[config.mk]
export PLATFORM = sky130hd
export DESIGN_NAME = palindromic_substring_counter_core
export DESIGN_NICKNAME = d
export VERILOG_FILES = /design/src/psc_pkg.sv /design/src/palindromic_substring_counter_core.sv
export SDC_FILE = /design/constraint.sdc
export NUM_CORES = 2
export LEC_CHECK = 0
export BUFFER_PORTS_ARGS = -buffer_cell sky130_fd_sc_hd__buf_4
export CORE_UTILIZATION = 57
export CTS_CLUSTER_SIZE = 12
export DETAILED_ROUTE_END_ITERATION = 16
export HOLD_SLACK_MARGIN = 0.03
export PLACE_DENSITY = 0.81
export SYNTH_ARGS = -nofsm -noshare
export SYNTH_HDL_FRONTEND = slang
export SYNTH_SLANG_ARGS = --single-unit
[constraint.sdc]
create_clock -name clk -period 9.2 [get_ports clk]
set_clock_uncertainty 0.2 [all_clocks]
set_input_delay 0 -clock clk [delete_from_list [all_inputs] [get_ports clk]]
set_output_delay 0 -clock clk [all_outputs]
set_load 0.02 [all_outputs]
[src/psc_pkg.sv]
// shared widths and constants for the palindromic substring counter
package psc_pkg;

  // raw character byte
  localparam int unsigned CHAR_W = 8;

  // result count width and its saturation value
  localparam int unsigned COUNT_W = 16;
  localparam logic [COUNT_W-1:0] COUNT_MAX = '1;

endpackage

[src/palindromic_substring_counter_core.sv]
// palindromic substring counter: character store, palindrome column and scan sequencer
//
// Takes a string one character per input word, with last marking the final
// character, and returns one result word per string: the number of palindromic
// substrings (count, saturating at 65535) and too_long, set when the string had
// more than MAX_LEN characters (extra characters are dropped). A kept character
// at position j (from 0) is compared against every stored character by a single
// byte comparator reading one entry per cycle from the character memory, so the
// block takes no new character until that scan ends (the memory read is
// registered). A dropped character is taken without a scan. After the final character
// the result word is held until taken; input is not accepted meanwhile, and the
// block starts the next string empty. No clearing pass is needed after reset.
module palindromic_substring_counter_core
  import psc_pkg::*;
#(
  parameter int unsigned MAX_LEN = 256
) (
  input  logic               clk,
  input  logic               rst,
  input  logic               in_valid,
  output logic               in_ready,
  input  logic [CHAR_W-1:0]  ch,
  input  logic               last,
  output logic               out_valid,
  input  logic               out_ready,
  output logic [COUNT_W-1:0] count,
  output logic               too_long
);

  localparam int unsigned IDX_W = (MAX_LEN > 1) ? $clog2(MAX_LEN) : 1;
  localparam int unsigned LEN_W = $clog2(MAX_LEN + 1);

  localparam logic [1:0] ST_IDLE = 2'd0;
  localparam logic [1:0] ST_SCAN = 2'd1;
  localparam logic [1:0] ST_OUT  = 2'd2;

  logic [1:0]         state;
  logic [CHAR_W-1:0]  cur_ch;
  logic               cur_last;
  logic [IDX_W-1:0]   cur_pos;
  logic [IDX_W-1:0]   rd_idx;
  logic               issuing;
  logic               dv;
  logic [IDX_W-1:0]   di;
  logic [LEN_W-1:0]   len_seen;
  logic [COUNT_W-1:0] run_count;
  logic               ovf;

  // character store and palindrome column
  logic [CHAR_W-1:0]  char_mem [MAX_LEN];
  logic               pal_mem  [MAX_LEN];
  logic [CHAR_W-1:0]  char_q;
  logic               pal_q;

  logic               in_fire;
  logic               out_fire;
  logic               full;
  logic [IDX_W-1:0]   span;
  logic               hit;
  logic [IDX_W-1:0]   pal_rd_idx;

  assign in_ready  = (state == ST_IDLE);
  assign out_valid = (state == ST_OUT);
  assign in_fire   = in_valid && in_ready;
  assign out_fire  = out_valid && out_ready;
  assign full      = (len_seen >= LEN_W'(MAX_LEN));
  assign count     = run_count;
  assign too_long  = ovf;

  // entry i starts a palindrome ending at the new character when chars match and the inner span is empty or was one
  assign span       = cur_pos - di;
  assign hit        = (char_q == cur_ch) && ((span <= IDX_W'(1)) || pal_q);
  assign pal_rd_idx = rd_idx + IDX_W'(1);

  // character memory: write on accept, registered read at scan index
  always_ff @(posedge clk) begin
    if (in_fire && !full) begin
      char_mem[len_seen[IDX_W-1:0]] <= ch;
    end
    char_q <= char_mem[rd_idx];
  end

  // palindrome column memory: read the old bit i+1, write the new bit i
  always_ff @(posedge clk) begin
    if (state == ST_SCAN && dv) begin
      pal_mem[di] <= hit;
    end
    pal_q <= pal_mem[pal_rd_idx];
  end

  // scan sequencer and running totals
  always_ff @(posedge clk) begin
    if (rst) begin
      state     <= ST_IDLE;
      issuing   <= 1'b0;
      dv        <= 1'b0;
      len_seen  <= '0;
      run_count <= '0;
      ovf       <= 1'b0;
      rd_idx    <= '0;
    end else begin
      case (state)
        ST_IDLE: begin
          if (in_fire) begin
            if (full) begin
              ovf <= 1'b1;
              if (last) begin
                state <= ST_OUT;
              end
            end else begin
              cur_ch   <= ch;
              cur_last <= last;
              cur_pos  <= len_seen[IDX_W-1:0];
              rd_idx   <= '0;
              issuing  <= 1'b1;
              dv       <= 1'b0;
              state    <= ST_SCAN;
            end
          end
        end
        ST_SCAN: begin
          // read issue
          if (issuing) begin
            if (rd_idx == cur_pos) begin
              issuing <= 1'b0;
            end else begin
              rd_idx <= rd_idx + IDX_W'(1);
            end
          end
          dv <= issuing;
          di <= rd_idx;
          // compare and count
          if (dv) begin
            if (hit && run_count != COUNT_MAX) begin
              run_count <= run_count + COUNT_W'(1);
            end
            if (di == cur_pos) begin
              len_seen <= LEN_W'(cur_pos) + LEN_W'(1);
              state    <= cur_last ? ST_OUT : ST_IDLE;
            end
          end
        end
        ST_OUT: begin
          if (out_fire) begin
            len_seen  <= '0;
            run_count <= '0;
            ovf       <= 1'b0;
            state     <= ST_IDLE;
          end
        end
        default: begin
          state <= ST_IDLE;
        end
      endcase
    end
  end

`ifndef SYNTHESIS
  // no input taken while a result waits
  a_no_in_while_out: assert property (@(posedge clk) disable iff (rst)
    out_valid |-> !in_ready)
    else $error("input accepted while result pending");

  // a delivered result leaves the block empty
  a_clear_after_out: assert property (@(posedge clk) disable iff (rst)
    out_fire |=> (len_seen == '0) && (run_count == '0) && !ovf)
    else $error("state not cleared after result");

  // a scan never starts on a full store
  a_scan_in_range: assert property (@(posedge clk) disable iff (rst)
    (state == ST_SCAN) |-> (len_seen < LEN_W'(MAX_LEN)))
    else $error("scan with full character store");

  // compared entries never pass the new character
  a_scan_index: assert property (@(posedge clk) disable iff (rst)
    (state == ST_SCAN) && dv |-> (di <= cur_pos))
    else $error("scan index past current position");
`endif

endmodule
Yosys cells after proc, flatten, opt, wreduce, memory -nomap -nowiden:

Memory sizes are Yosys's and may differ from the RTL's. A register that Yosys moved wholly into a read port is not among the register bits.
Index checks and enable logic that the tools add are counted.

* input port bits: 13
* word-level logic and storage cells: 94
* output and inout port bits: 19
* memories: 2
* bits in writable memories: 2304
* register bits after elaboration: 63

* muxes and demuxes: 37
* equality and inequality tests: 16
* reductions and logical operators: 20
* $add $sub $neg: 4
* order comparisons: 2
* bitwise operators: 2

Memories
* char_mem: words 256, width 8, rd ports 1, clocked after memory_dff 1, write ports 1, RTL line palindromic_substring_counter_core.sv:50 `logic [CHAR_W-1:0] char_mem [MAX_LEN];`
* pal_mem: words 256, width 1, rd ports 1, clocked after memory_dff 1, write ports 1, RTL line palindromic_substring_counter_core.sv:51 `logic pal_mem [MAX_LEN];`

Operators with widths (count)
* 2-to-1 mux 16 bit: 3
* 2-to-1 mux 8 bit: 4
* case mux 16 bit (2 select lines): 1
* 2-to-1 mux 9 bit: 3
* equality test 8 bit: 3
* case mux 9 bit (2 select lines): 1
* adder 16 x 1 -> 16 bit (second input constant): 1
* inequality test 16 bit (second input constant): 1
* case mux 8 bit (2 select lines): 1
* AND reduction 4 bit: 4
* 2-to-1 mux 2 bit: 7
* 2-to-1 mux 1 bit: 13
* inequality test 2 x 1 -> 1 bit (second input constant): 5
* AND reduction 5 bit: 2
* adder 8 x 1 -> 9 bit (second input constant): 1
* >= comparator 9 bit (second input constant): 1
* adder 8 x 1 -> 8 bit (second input constant): 1
* <= comparator 8 x 1 -> 1 bit (second input constant): 1
* inequality test 2 bit (second input constant): 4
* subtractor 8 bit: 1
* logical AND 1 bit: 6
* case mux 1 bit (2 select lines): 3
* case mux 2 bit (3 select lines): 1
* nonzero test 2 bit: 3
* other kinds (9): 10

Logic depth before layout (Yosys ltp):

* word-level depth: 8
* depth in mapped cells: 13
* mapped depth without buffers: 10

Worst setup path after synthesis:

No wires, ideal clock.

* kind: register to register
* from: register di[1]
* to: memory pal_mem[0] (data pin)
* path slack: -0.544 ns
* clock period less this slack: 9.744 ns
* arrival time: 8.146 ns
* cell stages (with the launch flop): 11
* required time: 7.602 ns
* buffers on the path: 1
* library setup time: 1.398 ns
* cell sequence: edfxtp_1 -> clkbuf_1 -> inv_1 -> ha_1 -> nor2b_4 -> o21a_4 -> or4_1 -> a211o_1 -> nor2_1 -> a21oi_1 -> nor2_1

* cells in the longest elaborated chain, start to end: 4

Ends and longest elaborated chain
* start, declared: RTL line palindromic_substring_counter_core.sv:44 `logic [IDX_W-1:0] di;`
* start signal, assigned: RTL line palindromic_substring_counter_core.sv:131 `di <= rd_idx;`
* subtractor 8 bit: RTL line palindromic_substring_counter_core.sv:71 `assign span = cur_pos - di;`
* <= comparator 8 x 1 -> 1 bit: RTL line palindromic_substring_counter_core.sv:72 `assign hit = (char_q == cur_ch) && ((span <= IDX_W'(1)) || pal_q);`
* logical OR 1 bit: RTL line palindromic_substring_counter_core.sv:72
* logical AND 1 bit: RTL line palindromic_substring_counter_core.sv:72
* named net hit: RTL line palindromic_substring_counter_core.sv:59 `logic hit;`
* end, declared: RTL line palindromic_substring_counter_core.sv:51

The timed path passes the listed nets, and every way through them passes these cells.

Worst setup path in the final report:

* from: register di[1]
* to: memory pal_mem[114] (data pin)

Same word-level chain as after synthesis.

==> flow_summary.toml <==
[logic_synthesis]
synthXorXnorAreaFrac_pct = 0.291
ys_types = 61
yosys_warnings = 0
synth_compound_area_share_pct = 1.31
synth_simple_gate_area_share_pct = 3.62
syn_avg_cell_area_um2 = 21.2
syn-cell-area_um2 = 93400
synthesis.nets = 4419
synth_cells = 4395
muxShareOfSynthArea_pct = 17.4
ys_seq_elements = 2376
synthAdderAreaFrac_pct = 0.147
async_flop_share_pct = 0
synth_enable_flop_cells = 2329
yosys_most_used_dff = "edfxtp_1"
synth_top_family_by_area = "multiplexers"
ys_seq_area_share_pct = 75.9

[clock_network]
cts_buffer_depth = 3
cts_max_level = 4
cts_buffers = 226
clock_latency_ps = 850
cts.sinks = 2376
cts_tree = "done"
postCtsSetupBuffers = 0
path_clk_slew_ps = 60
cts_root_buf = "clkbuf_16"

[pwr]
sequentialPowerShare_pct = 55.9
max-vdd-ir-drop_mv = 0.204
powerDensity_nw_per_um2 = 208
p_leak_nw = 29.5
sw_frac_of_total_pct = 20.8
clkPwrFrac_pct = 40.5
power_frac_comb_pct = 3.7
intPower_mw = 16.9
p_switching_mw = 4.42

[cells_and_area]
fin_nets = 4496
nFillCells = 10000
drive_above_1_share_pct = 24.0
final_cell_mix = "edfxtp_1 (2329), mux4_2 (713), nor2_1 (555)"
final_common_cell = "edfxtp_1"
syn_to_final_growth_pct = 9.83

[sta]
max_freq_mhz = 201
final_max_slew_viol_count = 0
rsz0062_at_grt = "no"
relSlewSlack_pct = 15.3
setup_tns_ps = 0
finalHoldViolCount = 0
tightest_slew_ps = 1270
post-route-min-period_ps = 4970
period_share_pct = 54.0
final.setup.worst_slack_ps = 4230
finalSetupViolations = 0

[die]
start_util_pct = 57.4
die_x_um = 407
dieArea_um2 = 165000
core.rowCount = 148
die_y_um = 407
core_area_um2 = 163000
ios = 32

[place]
dp_hpwl_um = 124000
pre_cts_slack_ps = 4370
numPortBuffers = 31
gp_congestion = 0.841

[global_route]
grt_pass1_wl_um = 332000
grt_max_degree = 165
antenna_found_initial = 7
grt_pass1_vias = 47200
grt_overflow = 0
grt.total_usage_pct = 28.3

[worst_setup_path]
critPathMaxFanout = 136
crit_required_ps = 9480
cp-end-kind = "flip-flop"
arrival_ps = 5240
cp-start-kind = "flip-flop"
criticalPathCategory = "reg -> reg"

[detailed_routing]
vias = 46600
wl_per_cell_um = 34.0
post-route-drc-count = 0
drt_wl_total_um = 230000
avgViaCountPerCell = 6.88
drt_first_pass_iters = 5
drt_iter0_drc = 7040
ant_nets = 0

[min_path]
hold_class = "in -> reg"

[run_status]
outcome = "complete, no violations"

[flow_run]
cap_violations = 0
[per-layer routing]
metal  part of all wire, %  up-vias  global-route usage, %
met2                    49     3448                   45.3
met4                   5.0       12                   12.6
met5                 0.036        -                      0
met3                    11      662                   6.70
met1                    34    24200                   37.2
li1                      -    18300                      -
[metrics by stage]
step | std cells | power (mW) | instance area, um2 | utilization (%) | hold slack [ps]
after global routing | 6771 | 21.7 | 103000 | 63.0 | 59.7
after global placement | 6399 | 12.9 | 95800 | 58.9 | -4.96
after floorplan | 4395 | 12.6 | 93400 | - | -101
after detailed placement | 6399 | 12.9 | 95800 | 58.9 | -2.91
after CTS | 6771 | 21.3 | 103000 | 63.0 | 41.2
final | 6772 | 21.3 | 103000 | 63.0 | 64.4
[worst paths after layout]
path	cells past startpoint	slack (ps)	to	start
min	2	60	char_mem[213][0]	ch[0]
max	11	4230	pal_mem[114]	di[1]
max reg2reg	11	4230	pal_mem[114]	di[1]
min reg2reg	2	280	too_long	too_long
[cell families after synthesis]
group,count (synthesis)
mux,731
compound gates,167
flops,2376
xor+xnor,31
simple gates,798
buf+inv,281
fa+ha+maj,11
[worst max-delay path, stage by stage (launching register included)]
cell and delay [ps]:
edfxtp_1 530, inv_1 130, ha_1 340, nor2b_4 140, o21a_4 200, or4_1 470, a211o_1 330, nor2_1 160
a21oi_1 130, nor2_4 90, buf_4 780, buf_4 980
[Yosys cell counts (all sizes together) (10+ instances only)]
library cell / count / area [um2]
or4: 11 / 82.6
ha: 11 / 138
xnor2: 15 / 131
mux2i: 18 / 180
buf: 98 / 518
o31ai: 11 / 82.6
edfxtp: 2329 / 69900
or3: 10 / 62.6
dfxtp: 47 / 941
mux4: 713 / 16100
nand2: 82 / 308
nor2b: 20 / 133
nor3: 18 / 90.1
a22o: 20 / 175
nor2: 557 / 2090
nand4: 15 / 93.8
a21oi: 41 / 209
a22oi: 25 / 188
clkbuf: 171 / 692
xor2: 16 / 140
nand3: 45 / 225
inv: 12 / 45.0
a221oi: 21 / 184
[layout make-up]
cell class | instances | area, um2 | area share [%]
Antenna cell | 1 | 2.50 | 0.00244
Clock buffer | 323 | 6170 | 6.02
Clock inverter | 29 | 375 | 0.366
Inverter | 12 | 45.0 | 0.0439
Multi-Input combinational cell | 1738 | 21300 | 20.8
Sequential cell | 2376 | 70900 | 69.1
Tap cell | 2175 | 2720 | 2.65
Timing Repair Buffer | 118 | 1050 | 1.02
[sequential cells by signal, indices dropped and copies added (netlist names), 2 cells and up]
name / count
char_mem: 2048
pal_mem: 256
count: 16
len_seen: 9
char_q: 8
cur_ch: 8
cur_pos: 8
di: 8
rd_idx: 8
state: 2
[timing repair]
item                                   CTS  global route
endpoints found under the hold margin  875             0
gates resized for setup                  0             0
hold buffers                            20             0
[power groups by stage]
stage	Combinational [mW]	Clock, mW	Sequential, mW
6_report	0.785	8.62	11.9
4_1_cts	0.784	8.63	11.9
3_3_place_gp	0.739	0	12.1
5_1_grt	0.822	9.00	11.9
2_1_floorplan	0.472	0	12.1
3_5_place_dp	0.761	0	12.1
No activity file was read; power rests on OpenSTA's default activity.
